[src/sv/rtp_mid_extension_stamper_defines.svh]
// Assertion macros shared by the RTL of the MID extension stamper.
`ifndef RTP_MID_EXTENSION_STAMPER_DEFINES_SVH
`define RTP_MID_EXTENSION_STAMPER_DEFINES_SVH

// Same-cycle implication, checked outside reset.
`define RMS_ASSERT_IMP(lbl, ante, cons, msg) \
    lbl: assert property (@(posedge clk) disable iff (!rst_n) (ante) |-> (cons)) \
        else $error(msg);

// Next-cycle implication, checked outside reset.
`define RMS_ASSERT_NXT(lbl, ante, cons, msg) \
    lbl: assert property (@(posedge clk) disable iff (!rst_n) (ante) |=> (cons)) \
        else $error(msg);

`endif

[src/sv/rms_pkg.sv]
// Types, constants and helpers shared by the MID extension stamper modules.
`default_nettype none
package rms_pkg;

    localparam int MAX_PACKET_BYTES = 2048;
    localparam int MAX_MID_BYTES    = 32;
    localparam int CNT_W            = $clog2(MAX_PACKET_BYTES + 1);
    localparam int ADDR_W           = $clog2(MAX_PACKET_BYTES);
    localparam int MID_W            = MAX_MID_BYTES * 8;
    localparam int MIDX_W           = $clog2(MAX_MID_BYTES);
    localparam int MLEN_W           = 6;
    localparam int HB_W             = 7;

    localparam logic [15:0] PROFILE_ONE  = 16'hBEDE;
    localparam logic [15:0] PROFILE_TWO  = 16'h1000;
    localparam logic [15:0] PROFILE_MASK = 16'hFFF0;
    localparam logic [7:0]  X_BIT        = 8'h10;
    localparam logic [7:0]  ONE_ID_MAX   = 8'd14;
    localparam logic [7:0]  ONE_LEN_MAX  = 8'd16;
    localparam logic [3:0]  ID_RESERVED  = 4'hF;
    localparam logic [CNT_W-1:0] HDR_FIXED = CNT_W'(12);

    typedef enum logic [2:0] {
        ST_ACCEPTED  = 3'd0,
        ST_REWRITTEN = 3'd1,
        ST_UNCHANGED = 3'd2,
        ST_REJECTED  = 3'd3,
        ST_BYTE      = 3'd4,
        ST_NOTHING   = 3'd5
    } status_t;

    typedef enum logic [1:0] {
        PH_LOADING,
        PH_DROPPING,
        PH_READY
    } phase_t;

    typedef enum logic [2:0] {
        CFG_EXT_ID,
        CFG_MID_LEN,
        CFG_MID_WORD_0,
        CFG_MID_WORD_1,
        CFG_MID_WORD_2,
        CFG_MID_WORD_3
    } cfg_idx_t;

    typedef enum logic [3:0] {
        DP_NOP,
        DP_WRITE,
        DP_RD_ISSUE,
        DP_RD_TAKE,
        DP_REJECT,
        DP_LATCH,
        DP_HDR_CAP,
        DP_SCAN_INIT,
        DP_ID_TAKE,
        DP_LEN_TAKE,
        DP_MATCH_STEP,
        DP_SET_UNCH,
        DP_BUILD
    } dp_op_t;

    typedef enum logic [1:0] {
        AS_HDR,
        AS_SCAN,
        AS_OUT
    } addr_sel_t;

    typedef enum logic [4:0] {
        CS_IDLE,
        CS_RD_W,
        CS_CHK,
        CS_HDR_ISS,
        CS_HDR_W,
        CS_HCHK,
        CS_SCAN,
        CS_ID_W,
        CS_LEN_ISS,
        CS_LEN_W,
        CS_MCHK,
        CS_M_ISS,
        CS_M_W,
        CS_UNCH,
        CS_BUILD,
        CS_REJ,
        CS_DONE
    } ctrl_state_t;

    typedef struct packed {
        dp_op_t    op;
        addr_sel_t asel;
        logic      emit;
        status_t   status;
    } dp_cmd_t;

    typedef struct packed {
        logic phase_ready;
        logic wr_drop;
        logic chk_bad;
        logic chk_x;
        logic chk_short;
        logic hdr_last;
        logic hc_bad;
        logic scan_end;
        logic id_zero;
        logic one_form;
        logic id_bad;
        logic id_hit;
        logic len_bad;
        logic len_hit;
        logic len_eq;
        logic m_done;
        logic m_eq;
        logic out_free;
    } dp_stat_t;

    function automatic logic [7:0] mid_byte(input logic [MID_W-1:0] m,
                                            input logic [MIDX_W-1:0] i);
        return m[i*8 +: 8];
    endfunction

endpackage
`default_nettype wire

[src/sv/rms_ctrl.sv]
// Sequencer for load, header check, element scan, rewrite setup and read-back.
`default_nettype none
module rms_ctrl
    import rms_pkg::*;
(
    input  wire logic     clk,
    input  wire logic     rst_n,
    input  wire logic     s_tvalid,
    input  wire logic     s_tuser,
    input  wire logic     s_tlast,
    output logic          s_tready,
    input  wire dp_stat_t stat,
    output dp_cmd_t       cmd
);

    ctrl_state_t state_reg, state_next;
    status_t     status_reg, status_next;

    always_ff @(posedge clk or negedge rst_n)
    begin
        if (!rst_n)
        begin
            state_reg  <= CS_IDLE;
            status_reg <= ST_NOTHING;
        end
        else
        begin
            state_reg  <= state_next;
            status_reg <= status_next;
        end
    end

    always_comb
    begin
        state_next  = state_reg;
        status_next = status_reg;
        cmd.op      = DP_NOP;
        cmd.asel    = AS_SCAN;
        cmd.emit    = 1'b0;
        cmd.status  = status_reg;
        s_tready    = (state_reg == CS_IDLE);
        unique case (state_reg)
            CS_IDLE:
            begin
                if (s_tvalid)
                begin
                    if (s_tuser)
                    begin
                        if (stat.phase_ready)
                        begin
                            cmd.op      = DP_RD_ISSUE;
                            cmd.asel    = AS_OUT;
                            status_next = ST_BYTE;
                            state_next  = CS_RD_W;
                        end
                        else
                        begin
                            status_next = ST_NOTHING;
                            state_next  = CS_DONE;
                        end
                    end
                    else
                    begin
                        cmd.op = DP_WRITE;
                        priority if (!s_tlast)
                        begin
                            status_next = ST_ACCEPTED;
                            state_next  = CS_DONE;
                        end
                        else if (stat.wr_drop)
                        begin
                            status_next = ST_REJECTED;
                            state_next  = CS_DONE;
                        end
                        else
                        begin
                            state_next = CS_CHK;
                        end
                    end
                end
            end
            CS_RD_W:
            begin
                cmd.op     = DP_RD_TAKE;
                state_next = CS_DONE;
            end
            CS_CHK:
            begin
                cmd.op = DP_LATCH;
                priority if (stat.chk_bad)
                    state_next = CS_REJ;
                else if (!stat.chk_x)
                    state_next = CS_BUILD;
                else if (stat.chk_short)
                    state_next = CS_REJ;
                else
                    state_next = CS_HDR_ISS;
            end
            CS_HDR_ISS:
            begin
                cmd.asel   = AS_HDR;
                state_next = CS_HDR_W;
            end
            CS_HDR_W:
            begin
                cmd.op     = DP_HDR_CAP;
                state_next = stat.hdr_last ? CS_HCHK : CS_HDR_ISS;
            end
            CS_HCHK:
            begin
                if (stat.hc_bad)
                    state_next = CS_REJ;
                else
                begin
                    cmd.op     = DP_SCAN_INIT;
                    state_next = CS_SCAN;
                end
            end
            CS_SCAN:
            begin
                state_next = stat.scan_end ? CS_BUILD : CS_ID_W;
            end
            CS_ID_W:
            begin
                cmd.op = DP_ID_TAKE;
                priority if (stat.id_zero)
                    state_next = CS_SCAN;
                else if (stat.id_bad)
                    state_next = CS_REJ;
                else if (!stat.one_form)
                    state_next = CS_LEN_ISS;
                else if (stat.id_hit)
                    state_next = CS_MCHK;
                else
                    state_next = CS_SCAN;
            end
            CS_LEN_ISS:
            begin
                state_next = CS_LEN_W;
            end
            CS_LEN_W:
            begin
                cmd.op = DP_LEN_TAKE;
                priority if (stat.len_bad)
                    state_next = CS_REJ;
                else if (stat.len_hit)
                    state_next = CS_MCHK;
                else
                    state_next = CS_SCAN;
            end
            CS_MCHK:
            begin
                state_next = stat.len_eq ? CS_M_ISS : CS_BUILD;
            end
            CS_M_ISS:
            begin
                state_next = stat.m_done ? CS_UNCH : CS_M_W;
            end
            CS_M_W:
            begin
                cmd.op     = DP_MATCH_STEP;
                state_next = stat.m_eq ? CS_M_ISS : CS_BUILD;
            end
            CS_UNCH:
            begin
                cmd.op      = DP_SET_UNCH;
                status_next = ST_UNCHANGED;
                state_next  = CS_DONE;
            end
            CS_BUILD:
            begin
                cmd.op      = DP_BUILD;
                status_next = ST_REWRITTEN;
                state_next  = CS_DONE;
            end
            CS_REJ:
            begin
                cmd.op      = DP_REJECT;
                status_next = ST_REJECTED;
                state_next  = CS_DONE;
            end
            CS_DONE:
            begin
                if (stat.out_free)
                begin
                    cmd.emit   = 1'b1;
                    state_next = CS_IDLE;
                end
            end
            default:
            begin
                state_next = CS_IDLE;
            end
        endcase
    end

endmodule
`default_nettype wire

[config.mk]
export PLATFORM = sky130hd
export DESIGN_NAME = rms_ctrl
export DESIGN_NICKNAME = d
export VERILOG_FILES = /design/src/sv/rtp_mid_extension_stamper_defines.svh /design/src/sv/rms_pkg.sv /design/src/sv/rms_ctrl.sv
export SDC_FILE = /design/constraint.sdc
export NUM_CORES = 1
export LEC_CHECK = 0
export BUFFER_PORTS_ARGS = -buffer_cell sky130_fd_sc_hd__buf_2
export CORE_UTILIZATION = 35
export DETAILED_ROUTE_END_ITERATION = 16
export HOLD_SLACK_MARGIN = 0.15
export PLACE_DENSITY_LB_ADDON = 0.12
export SLEW_MARGIN = 20
export SYNTH_ARGS = -nofsm -noshare
export SYNTH_HDL_FRONTEND = slang
export SYNTH_SLANG_ARGS = --single-unit
[constraint.sdc]
create_clock -name clk -period 2.65 [get_ports clk]
set_input_delay 0.265 -clock clk [delete_from_list [all_inputs] [get_ports clk]]
set_output_delay 0.265 -clock clk [all_outputs]
set_load 0.1 [all_outputs]
Word level (Yosys, flattened, before mapping). Index checks and enable logic that the tools add are counted.

Bits in registers: 8. Bits of input ports: 23. Output and inout port bits: 11. Word-level logic and storage cells: 63.

Eq/ne operators: 19. Mux-type cells: 37. Reduce and logical (&&, ||, !) cells: 5.

Operator list (count): case mux 5 bit (14 select lines) (1); two-way mux 4 bit (13); case mux 4 bit (11 select lines) (1); == test 5 x 4 -> 1 bit, second input constant (8); two-way mux 5 bit (6); two-way mux 3 bit (8); == test 5 x 3 -> 1 bit, second input constant (4); case mux 3 bit (4 select lines) (1); == test 5 x 2 -> 1 bit, second input constant (2); two-way mux 6 bit (1); == test 5 x 1 -> 1 bit, second input constant (1); == test 5 bit, second input constant (1); logical NOT 5 bit (1); two-way mux 1 bit (4); inequality test 2 bit, second input constant (2); inequality test 4 x 3 -> 1 bit, second input constant (1); case mux 2 bit (2 select lines) (1); nonzero test 4 bit (1); OR reduction 4 bit (1); AND reduction 3 bit (1); two-way mux 2 bit (1); AND reduction 2 bit (1).

Longest topological paths before layout. Gate-level depths: netlist of the first run.

Depth after elaboration: 5. Depth in mapped cells: 6. Gate-level depth less buffers: 4.

Least setup slack after synthesis of the first run. Ideal clock, no wire load.

Kind: reg2out. From: register state_reg[4]. To: output port cmd[4] in the netlist's numbering. Data arrival time: 3.458 ns. Data required time: 2.385 ns. Slack: -1.073 ns. Cell stages (with the launch flop): 6. Path buffers: 1. Path through: dfrtp_1 > or2_1 > buf_2 > or3_4 > nor2_1 > a31oi_1.

RTL lines: start: declaration (RTL line rms_ctrl.sv:16) `ctrl_state_t state_reg, state_next;`; start signal: assignment (RTL line rms_ctrl.sv:28) `state_reg <= state_next;`; end: declaration (RTL line rms_ctrl.sv:13) `output dp_cmd_t cmd`.

==> metrics.yaml, run 1 <==
outcome:
  status: "finished, final reports clean"
setup_path:
  cp-start-kind: "flop"
  worstSetupEndpointType: "output pin"
  critPathMaxFanout: 16
  cp.required_ps: 2380
  r2r_setup_slack_ps: 610
  crit_type: "flop to output pin"
  arrival_ps: 2240
timing:
  holdWs_ps: 209
  hold_violations: 0
  tightest_slew_ps: 607
  max_slew_margin_pct: 59.5
  rsz0062_at_grt: "false"
  fin_tns_setup_ps: 0
  drv_slew: 0
  fmax_mhz: 398
  layout_min_cycle_time_ps: 2510
  final-setup-viol-count: 0
  fin_worst_skew_ps: 4.69
  setup_ws_ps: 141
  fin_crit_sh_pct: 94.7
routing:
  first_iter_violations: 38
  firstDrtPassIters: 4
  via_per_inst: 5.70
  drc_errors: 0
  wire_per_inst_um: 14.0
  dr_total_vias: 1060
  drtAntennaViolNets: 0
  drt-total-wl_um: 2600
pwr:
  ir_drop_mv: 0.846
  p_leak_nw: 0.482
  power_density_nw_per_um2: 1370
synthesis:
  synthCells: 124
  yosys_warnings: 0
  synth_edf_count: 0
  syn_nets: 147
  synth_area_per_cell_um2: 7.10
  yosysSeqAreaShare_pct: 23.0
  synth_area_leader_cell: "dfrtp_1"
  synthFlopType: "dfrtp_1"
  synthArstFlopShare_pct: 100
  netlist_top_cells_area: "dfrtp_1 (17%), nand2b_1 (7.1%), o21ai_0 (6.3%)"
  synth.top_cell.area_share_pct: 17.0
  ys_ff_latch: 8
  yosysUniqueCellTypes: 36
  syn_area_um2: 881
grt:
  grt_pass1_vias: 940
  gr-total-overflow: 0
  grt_max_degree: 21
  grt_pass1_wl_um: 4220
  grt.total_usage_pct: 21.4
  antenna_found_initial: 0
clocking:
  ctsResizeCount: 0
  cts_tree: "built"
  cts_made_buffers: 3
  clk_latency_ps: 260
  cts.path.max_buffers: 2
  htreeDepth: 1
  cts_root_buf: "clkbuf_4"
  clkTransAtPathRegs_ps: 60
  cts.sinks: 8
final_layout:
  post-route-util_pct: 49.5
  final_common_cell: "buf_2"
  layoutNonFillerInstCount: 186
  finalNetCount: 182
  synthToLayoutAreaGrowth_pct: 29.0
  largest_register_ffs: 5
  diodes: 0
  final_cell_mix: "buf_2 (33), nor2_1 (12), nand2b_1 (10), o21ai_0 (10), a21oi_1 (9)"
  fillers: 253
  drive_above_1_share_pct: 31.0
floorplan:
  initial_utilization_pct: 38.3
  die_area_um2: 2720
  die_w_um: 52.2
  core_um2: 2300
  die_h_um: 52.2
  ios: 34
  rows: 17
min_path:
  min_path_type: "primary input to flop"
placed_design:
  place_inst: 181
  portBuffers: 33
  dp_hpwl_um: 2030
  gp_congestion: 0.913
  post-place-ws_ps: 416
flow_run:
  drv_cap: 0
cell usage after synthesis (2+ instances only):
cell / instances
a211oi_1: 3
a21o_1: 2
a21oi_1: 10
a22oi_1: 3
a31oi_1: 3
buf_2: 2
clkbuf_1: 6
dfrtp_1: 6
dfstp_2: 2
inv_1: 6
mux2_1: 2
nand2_1: 8
nand2b_1: 10
nor2_1: 13
nor2b_1: 2
nor3_1: 5
nor3b_1: 4
nor4_1: 2
nor4b_1: 2
o21ai_0: 11
o22ai_1: 3
o32ai_1: 2
or3_1: 4
timing repair:
item                      4_1_cts  5_1_grt
buffers inserted                0        0
hold endpoints to repair        8        0
hold buffers                    1        0
layout make-up:
class | instances | area [um2] | area share (%)
clock buffers | 4 | 26.3 | 2.31
inverters | 6 | 22.5 | 1.98
multi-input cells | 102 | 644 | 56.7
flip-flops and latches | 8 | 203 | 17.8
well taps | 28 | 35.0 | 3.08
repair buffers | 38 | 205 | 18.1
critical path: stages, from the launching register on:
cell,delay (ps)
dfrtp_1,530
or3_1,450
or3_4,400
o22ai_2,170
buf_2,440
power breakdown:
| part | switching, mW | total [mW] | leakage, nW | internal, mW |
|---|---|---|---|---|
| clock network | 0.0437 | 0.101 | 0.0150 | 0.0577 |
| registers | 0.0357 | 0.221 | 0.0986 | 0.186 |
| logic | 0.929 | 1.24 | 0.369 | 0.310 |
| total | 1.01 | 1.56 | 0.482 | 0.553 |
cells by family after synthesis:
| logic type | synth area share, % |
|---|---|
| compound gates | 32.5 |
| buf+inv | 6.25 |
| flops | 23.0 |
| mux | 3.69 |
| simple gates | 34.5 |
path summary, 6_finish.rpt:
| check | from | endpoint | cells after the start |
|---|---|---|---|
| hold / removal | stat[0] | state_reg[4] | 2 |
| min in group asynchronous | rst_n | state_reg[4] | 2 |
| setup / recovery | state_reg[2] | cmd[7] | 4 |
| hold reg to reg | status_reg[2] | status_reg[2] | 2 |
| max in group asynchronous | rst_n | status_reg[2] | 2 |
| setup reg to reg | state_reg[2] | status_reg[1] | 4 |
routing by layer:
metal	GRT usage, %	share of wire [%]
met4	7.02	1.5
met3	5.85	7.3
met2	29.5	44
met1	31.4	47
met5	0	0
stage by stage:
stage                     power [mW]  cell area [um2]
after global placement          1.45             1100
after floorplan                 1.24              902
final                           1.56             1140
after global routing            1.66             1140
after CTS                       1.56             1140
after detailed placement        1.46             1100
Note: power is estimated with default switching activity, not from simulation.
==> inputs of run 2 (changes only) <==
Settings changed: RECOVER_POWER set to 50.
==> run 2 against run 1 <==
- die area unchanged
- critical path depth unchanged
- clock skew about the same
- maximum frequency about the same
- non-clock buffer count unchanged
- power decreased by 0.33%
==> metrics.yaml, run 2 (synthesized netlist as in run 1, its figures left out) <==
timing:
  holdWs_ps: 209  # unchanged
  layout_min_cycle_time_ps: 2510  # +0.143 ps
  final-setup-viol-count: 0  # unchanged
  tightest_slew_ps: 1170  # +564 ps
  fin_worst_skew_ps: 4.59  # -0.104 ps
  max_slew_margin_pct: 22.3  # -37 points
  fmax_mhz: 398  # about the same
  fin_tns_setup_ps: 0  # unchanged
  rsz0062_at_grt: "false"
  fin_crit_sh_pct: 94.7  # about the same
  drv_slew: 0  # unchanged
  setup_ws_ps: 140  # -0.143 ps
  hold_violations: 0  # unchanged
pwr:
  power_switching_share_pct: 64.9  # +0.29 points
  p_seq_share_pct: 14.3  # about the same
  power_density_nw_per_um2: 1380  # +0.11%
  power.share.combinational_pct: 79.2  # about the same
  power_switching_mw: 1.01  # +0.12%
  clkPwrFrac_pct: 6.5  # about the same
  p_leak_nw: 0.471  # -2.4%
  p_int_mw: 0.547  # -1.1%
  ir_drop_mv: 0.833  # -1.5%
final_layout:
  largest_register_ffs: 5  # unchanged
  final_cell_mix: "buf_2 (29), nor2_1 (12), nand2b_1 (10), o21ai_0 (10), a21oi_1 (9)"
  diodes: 0  # unchanged
  post-route-util_pct: 49.2  # -0.22 points
  final_common_cell: "buf_2"
  fillers: 254  # +0.40%
  synthToLayoutAreaGrowth_pct: 28.4
  drive_above_1_share_pct: 28.5  # -2.5 points
  finalNetCount: 182  # unchanged
clocking:
  cts.path.max_buffers: 2  # unchanged
  clkTransAtPathRegs_ps: 60  # about the same
  ctsResizeCount: 0  # unchanged
  htreeDepth: 1  # unchanged
  cts_root_buf: "clkbuf_4"
  post_cts_buffers: 0  # unchanged
  cts_tree: "built"
  cts.sinks: 8  # unchanged
  cts_made_buffers: 3  # unchanged
  ctsHoldBuffers: 1  # unchanged
  clk_latency_ps: 260  # about the same
setup_path:
  critPathMaxFanout: 16  # unchanged
  cp_top_family: "simple AND/OR/NAND/NOR gates"
  crit_type: "flop to output pin"
  slowest_stage: "dfrtp_1"
  worstSetupEndpointType: "output pin"
  cp_slowest_stage_delay_ps: 530  # about the same
  path_cells: "or3_1 -> or3_4 -> o22ai_2 -> buf_2"
  cp-start-kind: "flop"
  arrival_ps: 2240  # about the same
  path_buf_inv: 1  # unchanged
  cp.required_ps: 2380  # about the same
placed_design:
  post-place-ws_ps: 416  # unchanged
  portBuffers: 33  # unchanged
  dp_hpwl_um: 2030  # unchanged
  gp_congestion: 0.913  # unchanged
routing:
  wl_met2_um: 1140  # unchanged
  firstDrtPassIters: 4  # unchanged
  drt-total-wl_um: 2600  # +0.15%
  drtAntennaViolNets: 0  # unchanged
  wire_per_inst_um: 14.0  # +0.15%
  first_iter_violations: 38  # unchanged
  wl_met3_um: 190  # +0.53%
  dr_total_vias: 1059  # -0.094%
  top_layer_used: "met4"
  via_per_inst: 5.69  # about the same
  drc_errors: 0  # unchanged
  met1_length_um: 1230  # +0.25%
flow_run:
  drv_cap: 0  # unchanged
floorplan:
  core_um2: 2300  # unchanged
  rows: 17  # unchanged
  die_w_um: 52.2  # unchanged
  die_h_um: 52.2  # unchanged
  ios: 34  # unchanged
  die_area_um2: 2720  # unchanged
  initial_utilization_pct: 38.3  # unchanged
grt:
  gr-total-overflow: 0  # unchanged
  grt_pass1_wl_um: 4220  # unchanged
  grt_pass1_vias: 940  # unchanged
  antenna_found_initial: 0  # unchanged
  grt.total_usage_pct: 21.4  # unchanged
  grt_max_degree: 21  # unchanged
outcome:
  status: "finished, final reports clean"
min_path:
  min_path_type: "primary input to flop"
## run 2: cell types whose count changed in the layout (fill, tap and decap cells not counted)
cell and change:
clkbuf_1 +4, buf_2 -4
## run 2: path summary, 6_finish.rpt
kind                          startpoint  slack, ps  cells after the start             to
max                         state_reg[2]        140                      4         cmd[7]
min                              stat[0]        210                      2   state_reg[4]
max reg2reg                 state_reg[2]        610                      4  status_reg[1]
min reg2reg                status_reg[2]        470                      2  status_reg[2]
max in group asynchronous          rst_n       1860                      2  status_reg[2]
min in group asynchronous          rst_n        450                      2   state_reg[4]
## run 2: layout make-up
cell class	count	area, um2	share of cell area (%)
clock buffers	4	26.3	2.32
inverters	6	22.5	1.99
multi-input cells	102	644	57.0
flip-flops and latches	8	203	17.9
well taps	28	35.0	3.10
repair buffers	38	200	17.7
## run 2: stage by stage
step | std cells | instance area (um2) | total power [mW]
global placement | 181 | 1100 | 1.45
detailed placement | 181 | 1100 | 1.46
CTS | 186 | 1140 | 1.56
finish | 186 | 1130 | 1.56
floorplan | 124 | 902 | 1.24
global route | 186 | 1130 | 1.66
## run 2: power groups by stage
stage	Sequential, mW	Combinational (mW)	Clock [mW]
5_1_grt	0.230	1.31	0.115
6_report	0.222	1.23	0.101
3_3_place_gp	0.221	1.23	0
4_1_cts	0.222	1.24	0.105
2_1_floorplan	0.381	0.856	0
3_5_place_dp	0.223	1.23	0
## run 2: metal layers
metal,GRT usage [%],up-vias
met5,0,-
met4,7.02,0
met3,5.85,4
met2,29.5,46
met1,31.4,480
li1,-,529
==> inputs of run 3 (changes only) <==
--- a/config.mk
+++ b/config.mk
@@ -11,2 +11,3 @@
 export HOLD_SLACK_MARGIN = 0.15
+export MAX_ROUTING_LAYER = met4
 export PLACE_DENSITY_LB_ADDON = 0.12
--- a/constraint.sdc
+++ b/constraint.sdc
@@ -3,2 +3,2 @@
 set_output_delay 0.265 -clock clk [all_outputs]
-set_load 0.1 [all_outputs]
+set_load 0.02 [all_outputs]
==> run 3 against run 2 <==
- hold slack better by 28 ps
- die area stayed put
- critical path type unchanged
- wire length is 2.7% higher
- clock skew is 3.0 ps higher
- register-to-register slack hardly changed
- combinational power is 39% lower
==> metrics.yaml, run 3 (synthesized netlist as in run 1, its figures left out) <==
setup_path:
  critPathMaxFanout: 16  # unchanged
  worstSetupEndpointType: "output pin"
  slowest_stage: "dfrtp_1"
  cp.required_ps: 2380  # about the same
  crit_type: "flop to output pin"
  cp_top_family: "simple AND/OR/NAND/NOR gates"
  r2r-start: "state_reg[1]"
  timing.rr.end: "status_reg[1]"
  path_buf_inv: 1  # unchanged
  r2r_cells: 4  # unchanged
  cp_slowest_stage_delay_ps: 550  # +20 ps
  cp-start-kind: "flop"
  arrival_ps: 2030  # -210 ps
  r2r_setup_slack_ps: 600  # about the same
  path_cells: "or2_1 -> or3_4 -> nor2_1 -> a31oi_1 -> buf_2"
placed_design:
  portBuffers: 33  # unchanged
  dp_hpwl_um: 2030  # +0.21%
  gp_congestion: 0.881  # -3.5%
timing:
  fin_worst_skew_ps: 7.62  # +3.03 ps
  hold_violations: 0  # unchanged
  fin_crit_sh_pct: 86.6  # -8.1 points
  layout_min_cycle_time_ps: 2290  # -215 ps
  fin_tns_setup_ps: 0  # unchanged
  final-setup-viol-count: 0  # unchanged
  drv_slew: 0  # unchanged
  max_slew_margin_pct: 59.4  # +37 points
  tightest_slew_ps: 607  # -564 ps
  rsz0062_at_grt: "false"
  fmax_mhz: 436  # +9.4%
clocking:
  clkTransAtPathRegs_ps: 60  # about the same
  htreeDepth: 1  # unchanged
  clk_latency_ps: 260  # about the same
  cts.sinks: 8  # unchanged
  cts_made_buffers: 3  # unchanged
  cts_root_buf: "clkbuf_4"
  cts_tree: "built"
  ctsResizeCount: 0  # unchanged
  cts.path.max_buffers: 2  # unchanged
min_path:
  hp-start: "stat[0]"
  hold_end: "state_reg[4]"
  min_path_type: "primary input to flop"
  hold_depth: 2  # unchanged
final_layout:
  multiInputGateArea_um2: 623  # -3.3%
  final_cell_mix: "buf_2 (29), nor2_1 (13), o21ai_0 (11), nand2b_1 (10), a21oi_1 (10)"
  largest_register_ffs: 5  # unchanged
  fillers: 245  # -3.5%
  diodes: 0  # unchanged
  finalNetCount: 181  # -0.55%
  final_common_cell: "buf_2"
  drive_above_1_share_pct: 25.5  # -3.0 points
  regArea_um2: 203  # unchanged
  post-route-util_pct: 48.0  # -1.3 points
  synthToLayoutAreaGrowth_pct: 25.1
floorplan:
  ios: 34  # unchanged
  initial_utilization_pct: 38.3  # unchanged
  rows: 17  # unchanged
  die_h_um: 52.2  # unchanged
  die_area_um2: 2720  # unchanged
  die_w_um: 52.2  # unchanged
  core_um2: 2300  # unchanged
grt:
  gr-total-overflow: 0  # unchanged
  grt_max_degree: 21  # unchanged
  grt_pass1_vias: 961  # +2.2%
  grt_pass1_wl_um: 4330  # +2.5%
  antenna_found_initial: 0  # unchanged
  grt.total_usage_pct: 22.2  # +0.82 points
routing:
  drc_errors: 0  # unchanged
  drtAntennaViolNets: 0  # unchanged
  drt-total-wl_um: 2670  # +2.7%
  via_per_inst: 5.79  # +1.7%
  firstDrtPassIters: 4  # unchanged
  dr_total_vias: 1071  # +1.1%
  wire_per_inst_um: 14.4  # +3.3%
  first_iter_violations: 27  # -29%
pwr:
  power_density_nw_per_um2: 1010  # -27%
  power.share.combinational_pct: 67.2  # -12 points
  power_switching_share_pct: 52.2  # -13 points
  clkPwrFrac_pct: 9.5  # +3.0 points
  p_seq_share_pct: 23.4  # +9.1 points
  p_leak_nw: 0.463  # -1.7%
  p_int_mw: 0.530  # -3.1%
  ir_drop_mv: 0.556  # -33%
  power_switching_mw: 0.579  # -43%
outcome:
  status: "finished, final reports clean"
flow_run:
  drv_cap: 0  # unchanged
run 3: cell types whose count changed in the layout (fill, tap and decap cells not counted), sizes merged:
cell,delta
buf,-1
run 3: per-stage QoR:
stage	cell area (um2)	hold slack (ps)	worst slack [ps]	instances	power [mW]
finish	1100	237	356	185	1.11
global route	1100	229	238	185	1.21
CTS	1110	230	373	185	1.11
detailed placement	1070	122	626	180	0.999
global placement	1070	112	686	180	1.00
floorplan	881	-30.6	696	124	0.790
run 3: routing by layer:
metal,wire [um],global-route usage [%]
met1,1260,28.1
met2,1190,35.0
met3,174,4.97
met4,48,7.02
met5,0,-
run 3: worst max path at each step:
stage	startpoint	endpoint	cells after the start
floorplan	state_reg[4]	cmd[4]	5
detailed placement	state_reg[2]	status_reg[1]	4
global placement	state_reg[2]	status_reg[1]	4
finish	state_reg[1]	cmd[4]	5
CTS	state_reg[1]	cmd[4]	5
global route	state_reg[1]	cmd[4]	5
run 3: cell type report:
type	count	share of cell area [%]
Multi-Input combinational cell	102	56.5
Timing Repair Buffer	37	17.5
Inverter	6	2.04
Clock buffer	4	2.38
Sequential cell	8	18.4
Tap cell	28	3.18
run 3: power groups by stage:
stage	logic [mW]	clock network [mW]	registers [mW]
floorplan	0.543	0	0.247
global placement	0.745	0	0.255
detailed placement	0.740	0	0.259
CTS	0.746	0.109	0.256
global route	0.820	0.119	0.271
finish	0.745	0.105	0.259
run 3: what timing repair did:
| action | in CTS | in global routing |
|---|---|---|
| setup buffers | 0 | 0 |
| hold endpoints to repair | 8 | 0 |
| hold buffers | 1 | 0 |
